===== src/rtl/itp_pkg.sv =====
// ----------------------------------------------------------------------------
// Infix to postfix converter package
// Shared constants, character classes and the controller/datapath interface
// types of the operator-stack converter.
// ----------------------------------------------------------------------------
package itp_pkg;

  // operator stack geometry
  localparam int unsigned STACK_DEPTH = 32;
  localparam int unsigned CNT_W       = $clog2(STACK_DEPTH + 1);
  localparam int unsigned IDX_W       = $clog2(STACK_DEPTH);

  // character codes
  localparam logic [7:0] CH_CARET = 8'h5E;
  localparam logic [7:0] CH_STAR  = 8'h2A;
  localparam logic [7:0] CH_SLASH = 8'h2F;
  localparam logic [7:0] CH_PLUS  = 8'h2B;
  localparam logic [7:0] CH_MINUS = 8'h2D;
  localparam logic [7:0] CH_OPEN  = 8'h28;
  localparam logic [7:0] CH_CLOSE = 8'h29;
  localparam logic [7:0] DIGIT_LO = 8'd48;
  localparam logic [7:0] DIGIT_HI = 8'd57;
  localparam logic [7:0] UPPER_LO = 8'd65;
  localparam logic [7:0] UPPER_HI = 8'd90;
  localparam logic [7:0] LOWER_LO = 8'd97;
  localparam logic [7:0] LOWER_HI = 8'd122;

  // status codes of the closing item
  localparam logic [1:0] STATUS_OK         = 2'd0;
  localparam logic [1:0] STATUS_UNBALANCED = 2'd1;
  localparam logic [1:0] STATUS_OVERFLOW   = 2'd2;

  typedef enum logic [1:0] {
    CLS_OPERAND,
    CLS_OPEN,
    CLS_CLOSE,
    CLS_OPER
  } char_class_e;

  // sort a character into operand, parentheses or operator
  function automatic char_class_e classify(logic [7:0] ch);
    char_class_e cls;
    if ((ch >= DIGIT_LO && ch <= DIGIT_HI) || (ch >= UPPER_LO && ch <= UPPER_HI) ||
        (ch >= LOWER_LO && ch <= LOWER_HI)) begin
      cls = CLS_OPERAND;
    end else if (ch == CH_OPEN) begin
      cls = CLS_OPEN;
    end else if (ch == CH_CLOSE) begin
      cls = CLS_CLOSE;
    end else begin
      cls = CLS_OPER;
    end
    return cls;
  endfunction

  // precedence shifted up by one so it fits unsigned: anything else ranks 0
  function automatic logic [1:0] prec_rank(logic [7:0] ch);
    logic [1:0] rank;
    if (ch == CH_CARET) begin
      rank = 2'd3;
    end else if (ch == CH_STAR || ch == CH_SLASH) begin
      rank = 2'd2;
    end else if (ch == CH_PLUS || ch == CH_MINUS) begin
      rank = 2'd1;
    end else begin
      rank = 2'd0;
    end
    return rank;
  endfunction

  // controller to datapath commands
  typedef struct packed {
    logic       latch_in;
    logic       push;
    logic       pop;
    logic       clear_cnt;
    logic       emit_top;
    logic       emit_in;
    logic       emit_status;
    logic [1:0] status;
  } dp_cmd_t;

  // datapath to controller status
  typedef struct packed {
    char_class_e cls;
    logic        end_expr;
    logic        cnt_zero;
    logic        cnt_full;
    logic        top_open;
    logic        top_pops;
    logic        out_free;
  } dp_sts_t;

endpackage


===== src/rtl/itp_ram.sv =====
// ----------------------------------------------------------------------------
// Generic single-port-write RAM
// One write port and one read port; the read data is registered.
// ----------------------------------------------------------------------------
module itp_ram #(
  parameter int unsigned WIDTH = 8,
  parameter int unsigned DEPTH = 32
) (
  input  logic                     clk_i,
  input  logic                     we_i,
  input  logic [$clog2(DEPTH)-1:0] waddr_i,
  input  logic [WIDTH-1:0]         wdata_i,
  input  logic [$clog2(DEPTH)-1:0] raddr_i,
  output logic [WIDTH-1:0]         rdata_o
);

  logic [WIDTH-1:0] mem_q [DEPTH];
  logic [WIDTH-1:0] rdata_q;

  // write port and registered read
  always_ff @(posedge clk_i) begin
    if (we_i) begin
      mem_q[waddr_i] <= wdata_i;
    end
    rdata_q <= mem_q[raddr_i];
  end

  assign rdata_o = rdata_q;

endmodule


===== src/rtl/itp_dpath.sv =====
// ----------------------------------------------------------------------------
// Converter datapath
// Holds the current character, the operator stack with its count and the
// output register, and acts on the controller's commands.
// ----------------------------------------------------------------------------
module itp_dpath (
  input  logic            clk_i,
  input  logic            rst_ni,
  input  logic [7:0]      in_char_i,
  input  logic            end_of_expr_i,
  input  itp_pkg::dp_cmd_t cmd_i,
  output itp_pkg::dp_sts_t sts_o,
  output logic            out_valid_o,
  input  logic            out_stall_i,
  output logic [7:0]      out_char_o,
  output logic            is_char_o,
  output logic [1:0]      status_o,
  output logic            last_o
);
  import itp_pkg::*;

  logic [7:0]       ch_q;
  logic             end_q;
  logic [CNT_W-1:0] cnt_q, cnt_d;
  logic [CNT_W-1:0] cnt_m1;
  logic [7:0]       top;
  logic             out_valid_q;
  logic [7:0]       out_char_q;
  logic             is_char_q;
  logic [1:0]       status_q;
  logic             last_q;
  logic             out_load;

  // latched input character
  always_ff @(posedge clk_i) begin
    if (cmd_i.latch_in) begin
      ch_q  <= in_char_i;
      end_q <= end_of_expr_i;
    end
  end

  // stack count
  assign cnt_m1 = cnt_q - CNT_W'(1);

  always_comb begin
    cnt_d = cnt_q;
    if (cmd_i.clear_cnt) begin
      cnt_d = '0;
    end else if (cmd_i.push) begin
      cnt_d = cnt_q + CNT_W'(1);
    end else if (cmd_i.pop) begin
      cnt_d = cnt_m1;
    end
  end

  always_ff @(posedge clk_i or negedge rst_ni) begin
    if (!rst_ni) begin
      cnt_q <= '0;
    end else begin
      cnt_q <= cnt_d;
    end
  end

  // operator stack storage, always reading the top entry
  itp_ram #(
    .WIDTH(8),
    .DEPTH(STACK_DEPTH)
  ) u_stack (
    .clk_i  (clk_i),
    .we_i   (cmd_i.push),
    .waddr_i(cnt_q[IDX_W-1:0]),
    .wdata_i(ch_q),
    .raddr_i(cnt_m1[IDX_W-1:0]),
    .rdata_o(top)
  );

  // output register
  assign out_load = cmd_i.emit_top | cmd_i.emit_in | cmd_i.emit_status;

  always_ff @(posedge clk_i or negedge rst_ni) begin
    if (!rst_ni) begin
      out_valid_q <= 1'b0;
    end else if (out_load) begin
      out_valid_q <= 1'b1;
    end else if (!out_stall_i) begin
      out_valid_q <= 1'b0;
    end
  end

  always_ff @(posedge clk_i) begin
    if (out_load) begin
      if (cmd_i.emit_status) begin
        out_char_q <= 8'd0;
        is_char_q  <= 1'b0;
        status_q   <= cmd_i.status;
        last_q     <= 1'b1;
      end else begin
        out_char_q <= cmd_i.emit_top ? top : ch_q;
        is_char_q  <= 1'b1;
        status_q   <= STATUS_OK;
        last_q     <= 1'b0;
      end
    end
  end

  assign out_valid_o = out_valid_q;
  assign out_char_o  = out_char_q;
  assign is_char_o   = is_char_q;
  assign status_o    = status_q;
  assign last_o      = last_q;

  // status toward the controller
  assign sts_o.cls      = classify(ch_q);
  assign sts_o.end_expr = end_q;
  assign sts_o.cnt_zero = (cnt_q == '0);
  assign sts_o.cnt_full = (cnt_q == CNT_W'(STACK_DEPTH));
  assign sts_o.top_open = (top == CH_OPEN);
  assign sts_o.top_pops = (prec_rank(ch_q) <= prec_rank(top));
  assign sts_o.out_free = !out_valid_q || !out_stall_i;

endmodule


===== src/rtl/itp_ctrl.sv =====
// ----------------------------------------------------------------------------
// Converter controller
// State machine that steps each character through classify, pop, push and
// end-of-expression flush, and raises error status items.
// ----------------------------------------------------------------------------
module itp_ctrl (
  input  logic             clk_i,
  input  logic             rst_ni,
  input  logic             in_valid_i,
  output logic             in_stall_o,
  input  itp_pkg::dp_sts_t sts_i,
  output itp_pkg::dp_cmd_t cmd_o
);
  import itp_pkg::*;

  typedef enum logic [2:0] {
    S_IDLE,
    S_PROC,
    S_POP_RD,
    S_POP_CHK,
    S_PUSH,
    S_FLUSH_RD,
    S_FLUSH_CHK,
    S_ERR
  } state_e;

  state_e     state_q, state_d;
  logic       skip_q, skip_d;
  logic [1:0] err_q, err_d;
  state_e     after_char;

  // where to go once a character has been handled
  assign after_char = sts_i.end_expr ? S_FLUSH_RD : S_IDLE;

  // next state and commands
  always_comb begin
    state_d = state_q;
    skip_d  = skip_q;
    err_d   = err_q;
    cmd_o   = '0;
    case (state_q)
      S_IDLE: begin
        if (in_valid_i) begin
          cmd_o.latch_in = 1'b1;
          state_d        = S_PROC;
        end
      end
      S_PROC: begin
        if (skip_q) begin
          if (sts_i.end_expr) begin
            skip_d = 1'b0;
          end
          state_d = S_IDLE;
        end else begin
          case (sts_i.cls)
            CLS_OPERAND: begin
              if (sts_i.out_free) begin
                cmd_o.emit_in = 1'b1;
                state_d       = after_char;
              end
            end
            CLS_OPEN: state_d = S_PUSH;
            default:  state_d = S_POP_RD;
          endcase
        end
      end
      S_POP_RD: begin
        if (!sts_i.cnt_zero) begin
          state_d = S_POP_CHK;
        end else if (sts_i.cls == CLS_CLOSE) begin
          err_d   = STATUS_UNBALANCED;
          state_d = S_ERR;
        end else begin
          state_d = S_PUSH;
        end
      end
      S_POP_CHK: begin
        if (sts_i.cls == CLS_CLOSE && sts_i.top_open) begin
          // matching open parenthesis is dropped
          cmd_o.pop = 1'b1;
          state_d   = after_char;
        end else if (sts_i.cls == CLS_CLOSE || sts_i.top_pops) begin
          if (sts_i.out_free) begin
            cmd_o.emit_top = 1'b1;
            cmd_o.pop      = 1'b1;
            state_d        = S_POP_RD;
          end
        end else begin
          state_d = S_PUSH;
        end
      end
      S_PUSH: begin
        if (sts_i.cnt_full) begin
          err_d   = STATUS_OVERFLOW;
          state_d = S_ERR;
        end else begin
          cmd_o.push = 1'b1;
          state_d    = after_char;
        end
      end
      S_FLUSH_RD: begin
        if (!sts_i.cnt_zero) begin
          state_d = S_FLUSH_CHK;
        end else if (sts_i.out_free) begin
          cmd_o.emit_status = 1'b1;
          cmd_o.status      = STATUS_OK;
          state_d           = S_IDLE;
        end
      end
      S_FLUSH_CHK: begin
        if (sts_i.top_open) begin
          // open parenthesis left at the end
          err_d   = STATUS_UNBALANCED;
          state_d = S_ERR;
        end else if (sts_i.out_free) begin
          cmd_o.emit_top = 1'b1;
          cmd_o.pop      = 1'b1;
          state_d        = S_FLUSH_RD;
        end
      end
      S_ERR: begin
        if (sts_i.out_free) begin
          cmd_o.emit_status = 1'b1;
          cmd_o.status      = err_q;
          cmd_o.clear_cnt   = 1'b1;
          skip_d            = !sts_i.end_expr;
          state_d           = S_IDLE;
        end
      end
      default: state_d = S_IDLE;
    endcase
  end

  // state and held flags
  always_ff @(posedge clk_i or negedge rst_ni) begin
    if (!rst_ni) begin
      state_q <= S_IDLE;
      skip_q  <= 1'b0;
      err_q   <= STATUS_OK;
    end else begin
      state_q <= state_d;
      skip_q  <= skip_d;
      err_q   <= err_d;
    end
  end

  assign in_stall_o = (state_q != S_IDLE);

endmodule


===== src/rtl/infix_to_postfix_converter.sv =====
// ----------------------------------------------------------------------------
// Infix to postfix converter
// Shunting-yard conversion of a character stream with an operator stack held
// in a RAM, split into a controller state machine and a datapath.
// ----------------------------------------------------------------------------
// One character is taken at a time. An operand is emitted from the processing
// step, '(' goes on to the push step, and ')' or an operator goes through the
// pop steps: each pop reads the top through the stack RAM's registered read
// port in a read state and compares it in a check state, one entry at a time.
// A character that closes the expression goes on to a flush step that pops
// every operator left, and an error adds a status item.
// Results leave through one output register, so a stalled output holds the
// work until it is taken. Items that follow an error are taken and give
// nothing, up to and including the item that closes the expression. The stack
// needs no clearing after reset.
module infix_to_postfix_converter (
  input  logic       clk_i,
  input  logic       rst_ni,
  input  logic       in_valid_i,
  output logic       in_stall_o,
  input  logic [7:0] in_char_i,
  input  logic       end_of_expr_i,
  output logic       out_valid_o,
  input  logic       out_stall_i,
  output logic [7:0] out_char_o,
  output logic       is_char_o,
  output logic [1:0] status_o,
  output logic       last_o
);
  import itp_pkg::*;

  dp_cmd_t cmd;
  dp_sts_t sts;

  // sequencing
  itp_ctrl u_ctrl (
    .clk_i     (clk_i),
    .rst_ni    (rst_ni),
    .in_valid_i(in_valid_i),
    .in_stall_o(in_stall_o),
    .sts_i     (sts),
    .cmd_o     (cmd)
  );

  // stack and output register
  itp_dpath u_dpath (
    .clk_i        (clk_i),
    .rst_ni       (rst_ni),
    .in_char_i    (in_char_i),
    .end_of_expr_i(end_of_expr_i),
    .cmd_i        (cmd),
    .sts_o        (sts),
    .out_valid_o  (out_valid_o),
    .out_stall_i  (out_stall_i),
    .out_char_o   (out_char_o),
    .is_char_o    (is_char_o),
    .status_o     (status_o),
    .last_o       (last_o)
  );

endmodule

===== config.mk =====
export PLATFORM = sky130hd
export DESIGN_NAME = infix_to_postfix_converter
export DESIGN_NICKNAME = d
export VERILOG_FILES = /design/src/rtl/itp_pkg.sv /design/src/rtl/itp_ram.sv /design/src/rtl/itp_dpath.sv /design/src/rtl/itp_ctrl.sv /design/src/rtl/infix_to_postfix_converter.sv
export SDC_FILE = /design/constraint.sdc
export NUM_CORES = 1
export LEC_CHECK = 0
export ABC_AREA = 1
export BUFFER_PORTS_ARGS = -buffer_cell sky130_fd_sc_hd__buf_2
export CAP_MARGIN = 20
export CORE_ASPECT_RATIO = 0.7
export CORE_MARGIN = 3
export CORE_UTILIZATION = 56
export DETAILED_ROUTE_END_ITERATION = 7
export MAX_ROUTING_LAYER = met4
export PLACE_DENSITY = 0.72
export RECOVER_POWER = 25
export SLEW_MARGIN = 15
export SYNTH_ARGS = -nofsm -noshare
export SYNTH_HDL_FRONTEND = slang
export SYNTH_SLANG_ARGS = --single-unit
export TNS_END_PERCENT = 5

===== constraint.sdc =====
create_clock -name clk_i -period 4.25 [get_ports clk_i]
set_input_delay 0.2125 -clock clk_i [delete_from_list [all_inputs] [get_ports clk_i]]
set_output_delay 0.2125 -clock clk_i [all_outputs]
set_load 0.02 [all_outputs]

Word-level counts from Yosys, hierarchy flattened
Memory sizes are Yosys's and may differ from the RTL's. A register that Yosys moved wholly into a read port is not among the register bits. Index checks and enable logic that the tools add are counted. W data, S select, Z words.

Add/sub/neg operators: 2. $lt $le $gt $ge: 7. Equal/unequal tests: 33. Mux-type cells: 63. Bitwise operators: 2. Reduce and logical (&&, ||, !) cells: 25.

Operator list (number): $eq A8 B6 Y1 const B (11); $mux W3 (16); $mux W1 (25); $pmux W3 S8 (1); $mux W2 (11); $mux W6 (3); $eq A8 B7 Y1 const B (2); $ge A8 B7 Y1 const B (2); $le A8 B7 Y1 const B (2); $eq A3 B3 Y1 const B (4); $pmux W3 S2 (2); $reduce_bool A3 Y1 (3); $ge A8 B6 Y1 const B (1); $le A8 B6 Y1 const B (1); $logic_or A1 B1 Y1 (8); $mux W8 (1); $ne A2 B1 Y1 const B (4); $ne A4 B3 Y1 const B (2); $add A6 B1 Y6 const B (1); $eq A3 B2 Y1 const B (2); $eq A6 B6 Y1 const B (1); $logic_not A6 Y1 (1); $ne A2 B2 Y1 const B (3); $pmux W1 S2 (3); 16 further kinds (22).

Register bits: 34. Memory bits (writable): 256. Input port bits: 13. Output and inout port bits: 14. Word-level logic and storage cells: 144. Memories kept: 1.

Memory list: u_dpath.u_stack.mem_q (depth 32, bits a word 8, rd ports 1, clocked after Yosys merged registers in 1, write ports 1, RTL line itp_ram.sv:17) `logic [WIDTH-1:0] mem_q [DEPTH];`.

Depth between registers and ports, before layout
Depth after elaboration: 13. Gate-level depth with buffers: 17. Depth with buffers taken out: 17.

Modules after synthesis
Synthesis repeated with hierarchy kept, for this count alone.

Cell total of the unflattened synthesis: 1258. Area, all modules: 13161.4 um^2.

By module, submodules not included: itp_ram (times used 1, cells each 922, area an instance 10786.6 um^2, sequential area each 7847.5 um^2); itp_dpath (times used 1, cells each 207, area an instance 1642.8 um^2, sequential area each 805.8 um^2); itp_ctrl (times used 1, cells each 129, area an instance 732.0 um^2, sequential area each 150.1 um^2).

Least setup slack after synthesis
Ideal clock, no wire load.

Path type: register to register. Start: reg u_dpath.ch_q[1]. End: reg u_dpath.is_char_q, in the netlist u_dpath.is_char_o (enable). Setup time: 0.378 ns. Arrival: 2.774 ns. Required time: 3.872 ns. Setup slack: 1.099 ns. Stages on the path, launching flop included: 14. Buffers on the path: 1. Clock period less this slack: 3.151 ns. Path through: edfxtp_1 -> inv_1 -> nor2_1 -> nand3_1 -> nor4_1 -> a41oi_1 -> ha_1 -> a22oi_1 -> nand2_1 -> nand3_2 -> nand2_2 -> nand2_4 -> buf_6 -> o211ai_1.

Cells in the longest elaborated chain, start to end: 12. Elaborated cells on any way between the ends: 39. Those cells by class: order compare (7); eq/ne (8); mux (12); bitwise (2); reduce/logical (10).

Ends and longest elaborated chain: from (decl) (RTL line itp_dpath.sv:22) `logic [7:0] ch_q;`; from (signal assigned) (RTL line itp_dpath.sv:37) `ch_q <= in_char_i;`; $ge A8 B6 Y1, or another cell as far along (RTL line itp_pkg.sv:43) `if ((ch >= DIGIT_LO && ch <= DIGIT_HI) || (ch >= UPPER_LO && ch <= UPPER_HI) ||`; $logic_and A1 B1 Y1 or $logic_or A1 B1 Y1 (tied branches) (RTL line itp_pkg.sv:43, itp_pkg.sv:63); $logic_or A1 B1 Y1 or $mux W1 (tied branches) (RTL line itp_pkg.sv:43, itp_pkg.sv:63); $logic_or A1 B1 Y1 or $mux W2 (tied branches) (RTL line itp_pkg.sv:43, itp_pkg.sv:61); $mux W2, on equally long branches (RTL line itp_pkg.sv:43, itp_pkg.sv:59); $eq A2 B2 Y1 or $le A2 B2 Y1 (tied branches) (RTL line itp_ctrl.sv:78, itp_ctrl.sv:82, itp_dpath.sv:118); $logic_or A1 B1 Y1 (RTL line itp_ctrl.sv:82) `end else if (sts_i.cls == CLS_CLOSE || sts_i.top_pops) begin`; $mux W1 (RTL line itp_ctrl.sv:82); $mux W1 (RTL line itp_ctrl.sv:78) `if (sts_i.cls == CLS_CLOSE && sts_i.top_open) begin`; $pmux W1 S2 (RTL line itp_ctrl.sv:41) `case (state_q)`; $or A1 B1 Y1 * (2 in a row) (RTL line itp_dpath.sv:78) `assign out_load = cmd_i.emit_top | cmd_i.emit_in | cmd_i.emit_status;`; via u_dpath.out_load (RTL line itp_dpath.sv:32) `logic out_load;`; to (signal assigned) (RTL line itp_dpath.sv:94) `is_char_q <= 1'b0;`; to (signal assigned) (RTL line itp_dpath.sv:99) `is_char_q <= 1'b1;`; to (decl) (RTL line itp_dpath.sv:29) `logic is_char_q;`.

The timed path passes the listed nets; every way through them passes the cells marked *. A chain may end at the register's enable or synchronous reset.

Final worst setup path
Start: reg u_dpath.ch_q[6]. End: reg u_dpath.out_char_q[4], in the netlist u_dpath.out_char_o[4] (enable).

Cells in the longest elaborated chain, start to end: 12. Elaborated cells on any way between the ends: 39. Those cells by class: order compare (7); eq/ne (8); mux (12); bitwise (2); reduce/logical (10).

Ends and longest elaborated chain: $ge A8 B6 Y1, or another cell as far along (RTL line itp_pkg.sv:43); $logic_and A1 B1 Y1 or $logic_or A1 B1 Y1 (tied branches) (RTL line itp_pkg.sv:43, itp_pkg.sv:63); $logic_or A1 B1 Y1 or $mux W1 (tied branches) (RTL line itp_pkg.sv:43, itp_pkg.sv:63); $logic_or A1 B1 Y1 or $mux W2 (tied branches) (RTL line itp_pkg.sv:43, itp_pkg.sv:61); $mux W2, on equally long branches (RTL line itp_pkg.sv:43, itp_pkg.sv:59); $eq A2 B2 Y1 or $le A2 B2 Y1 (tied branches) (RTL line itp_ctrl.sv:78, itp_ctrl.sv:82, itp_dpath.sv:118); $logic_or A1 B1 Y1 (RTL line itp_ctrl.sv:82); $mux W1 (RTL line itp_ctrl.sv:82); $mux W1 (RTL line itp_ctrl.sv:78); $pmux W1 S2 (RTL line itp_ctrl.sv:41); $or A1 B1 Y1 * (2 in a row) (RTL line itp_dpath.sv:78); via u_dpath.out_load (RTL line itp_dpath.sv:32); to (signal assigned) (RTL line itp_dpath.sv:98) `out_char_q <= cmd_i.emit_top ? top : ch_q;`; to (decl) (RTL line itp_dpath.sv:28) `logic [7:0] out_char_q;`.

Marked as above.

==> impl_results.md <==
- Worst R2R Setup Slack: around 650 ps
- Clock insertion delay at the later pin of the skew report: 540 ps
- Post-Syn Area: around 0.013 mm2
- Reg2reg path depth: 12
- Port-buffer cells: 26
- Total CTS buffers: 27
- Startpoint class of the critical path: register
- Most frequent cells in the layout: edfxtp_1 (277), nor2_1 (206), o21ai_0 (136), nand2_1 (99), o211ai_1 (49)
- Fin crit share: a little over four fifths
- Area growth, synth to finish: 10.3%
- DR vias: between 8k and 9k
- Final setup margin: between 600 and 700 ps
- Gpl congestion: ~0.96
- Hold Path Class: input port to register
- DRC Markers: 0
- Number of synthesized register bits: 298
- Vias/cell: between 6 and 7
- Grt ovf: 0
- GRT Total Usage: between 20% and 30%
- Fin nets: ~1.1k
- WL met2: ~13000 um
- # Post-CTS Setup Buffers: 0
- Layout cells sized above 1: under 10%
- DR iter-0 viols: approximately 1.2k
- Worst path slowest cell: clkbuf_1
- Largest net degree at the start of global routing: between 80 and 90
- Critical path, cell by cell: clkbuf_1 > nand3_1 > nor4_1 > a41oi_1 > ha_1 > a22oi_1 > nand2_1 > nand3_2 > nand2_2 > nand2_4 > o211ai_1 > clkbuf_4
- Register area share after synthesis: 69.9%
- CP required: approximately 4500 ps
- Met3 wire length: 3150 um
- Slowest stage delay, CP: 830 ps
- Crit path DAT: 3890 ps
- Clock skew: 11.8 ps
- Post-route ant nets: 0
- Die area: approximately 0.024 mm2
- Ys async rst share: roughly 4.4%
- Total negative setup slack: 0 ps
- Startpoint of the worst register-to-register path: u_dpath.ch_q[6]$_DFFE_PP_
- Met1 Wirelength: about 14000 um
- First-pass GRT wire length: 47100 um
- Max cap viols: 1
- Worst Setup Path Type: register to register
- DR top layer: met4
- Post-CTS Resized: 0
- N_diodes: 0
- Clock Pin Slew Worst Setup and Hold Paths: ~60 ps
- Clk buf depth: 3
- Power, Total: around 10 mW
- Wire per inst: 22.2 um
- Core area: approximately 0.022 mm2
- Post-Synthesis Cells: between 1k and 1.5k
- Inst Count DP: between 1k and 1.5k
- F_max: approximately 280 MHz
- DRT Pass-1 Iters: 5
- Status: complete, but fails checks
- Number of synthesized flops with an enable pin: 277
- Post-synthesis net count: between 1k and 1.5k
- H-tree Lvls: 1
- Fin. Hold Viols: 0
- Io pins: 27
- Critical Path Start: u_dpath.ch_q[6]$_DFFE_PP_
- Hold Buf Count CTS: 11
- CP max FO: 19
- Die Y: roughly 130 um
- Number of global-route vias before repair: between 8k and 9k
- Power Dens Cells: 720 mW/mm2
- CTS sink cnt: approximately 300
- Row cnt: 45
- Post-DP HPWL: 19000 um
- WL final: between 30000 and 40000 um
- Crit end category: register
- Maximum VDD drop: ~500 uV
- Final Non-Filler Cells: about 1.4k
- Post-layout min period: between 3000 and 4000 ps
- Root Driver: clkbuf_16
- Initial antenna violation count: 0
- TritonCTS clock tree: done
- Unique masters post-synth: 39
- Mean area per synthesized cell: ~12 um2
- Synth Warn #: 0
- Die X: around 190 um
- Fin. max-slew vios: 35
- Failing checks: max-capacitance violations, max-slew violations
- Worst setup endpoint: u_dpath.out_char_o[4]$_SDFFCE_PP0P_
- RSZ-0062 raised after global routing: no
- Leak pwr: between 4 and 5 nW
- Most used DFF post-synth: edfxtp_1
- Final count of negative-setup-slack endpoints: 0
- Tightest Pin Transition: 1740 ps
- Slew margin rel.: -16.2%
- Initial Utilization: approximately 58%
- Commonest non-fill, non-tap cell in the layout: edfxtp_1
- Dpl ws: between 900 and 1000 ps
- Worst R2R End: u_dpath.out_char_o[4]$_SDFFCE_PP0P_
==> worst max-delay path, delay by kind of cell, from the launching register on <==
| family | cells | cell delay [ps] |
|---|---|---|
| AND/OR/NAND/NOR | 6 | 990 |
| buffers and inverters | 2 | 1120 |
| adder cells (fa/ha/maj) | 1 | 320 |
| AO/OA/AOI/OAI | 3 | 560 |
| flip-flops | 1 | 340 |
==> layout make-up <==
cell class	count	area (um2)
sequential	298	8810
fill	1717	8010
multi-input combinational	662	3320
clock buffer	40	754
timing repair buffer	56	379
tap	282	353
inverter	48	181
clock inverter	9	95.1
==> worst min path at each step <==
stage                                      endpoint  cells after the start         from
finish              u_dpath.out_valid_o$_DFFE_PN0P_                      3  out_stall_i
global route        u_dpath.out_valid_o$_DFFE_PN0P_                      3  out_stall_i
CTS                 u_dpath.out_valid_o$_DFFE_PN0P_                      3  out_stall_i
detailed placement  u_dpath.out_valid_o$_DFFE_PN0P_                      1       rst_ni
global placement    u_dpath.out_valid_o$_DFFE_PN0P_                      1       rst_ni
floorplan               u_ctrl.err_q[0]$_DFFE_PN0P_                      0       rst_ni
==> routing by layer <==
layer  track usage [%]  vias to the layer above
li1                  -                     3943
met1              41.2                     4200
met2              34.6                      472
met3              5.20                       41
met4              5.46                        0
met5                 -                        -
==> flip-flops by register name, summed over array words and instances, names as in the netlist, 2 cells and up <==
signal / flops
u_ctrl.err_q: 2
u_ctrl.state_q: 3
u_dpath.u_stack.mem_q: 256
u_dpath.status_o: 2
u_dpath.out_char_o: 8
u_dpath.cnt_q: 6
u_dpath.u_stack.rdata_o: 8
u_dpath.ch_q: 8
==> power breakdown <==
part           switching, mW  total [mW]  internal (mW)
combinational           2.84        3.97           1.13
sequential             0.173        3.65           3.48
clock                   1.03        2.38           1.35
total                   4.04        10.0           5.96
==> cells by family (layout without fill, tap and decap cells) <==
kind of cell | Yosys count | count (layout) | share of synthesized area, %
and+or+nand+nor | 376 | 376 | 12.3
buffers and inverters | 106 | 153 | 3.76
DFF | 298 | 298 | 69.9
adders and majority gates | 6 | 6 | 0.596
xor gates and xnor gates | 3 | 3 | 0.358
AOI/OAI and AO/OA | 277 | 277 | 13.1
==> synth_stat cells (2+ instances only) <==
cell,number,area share [%]
a21oi_1,17,0.68
a21oi_2,2,0.14
a31oi_1,3,0.15
buf_1,3,0.089
buf_2,25,0.99
buf_4,8,0.48
buf_6,2,0.18
clkbuf_1,20,0.60
dfrtp_1,13,2.6
dfxtp_1,8,1.3
edfxtp_1,277,66
ha_1,6,0.60
inv_1,34,1.0
inv_2,14,0.42
nand2_1,100,3.0
nand2_2,4,0.20
nand3_1,41,1.6
nand3_2,2,0.16
nand4_1,5,0.25
nor2_1,206,6.1
nor2_2,4,0.20
nor2_4,3,0.27
nor3_1,8,0.32
nor4_1,2,0.099
o211ai_1,49,2.9
o21ai_0,136,5.4
o21ai_1,13,0.52
o221ai_1,17,1.2
o22ai_1,33,1.6
xor2_1,2,0.14
==> through the flow <==
step | utilization (%) | hold WS [ps] | instance area, um2
after floorplan | - | -83.1 | 12600
after detailed placement | 59.1 | 155 | 12900
final | 63.4 | 135 | 13900
after CTS | 63.5 | 97.8 | 13900
after global placement | 59.1 | 157 | 12900
after global routing | 63.4 | 140 | 13900
Note: power is estimated with default switching activity, not from simulation.
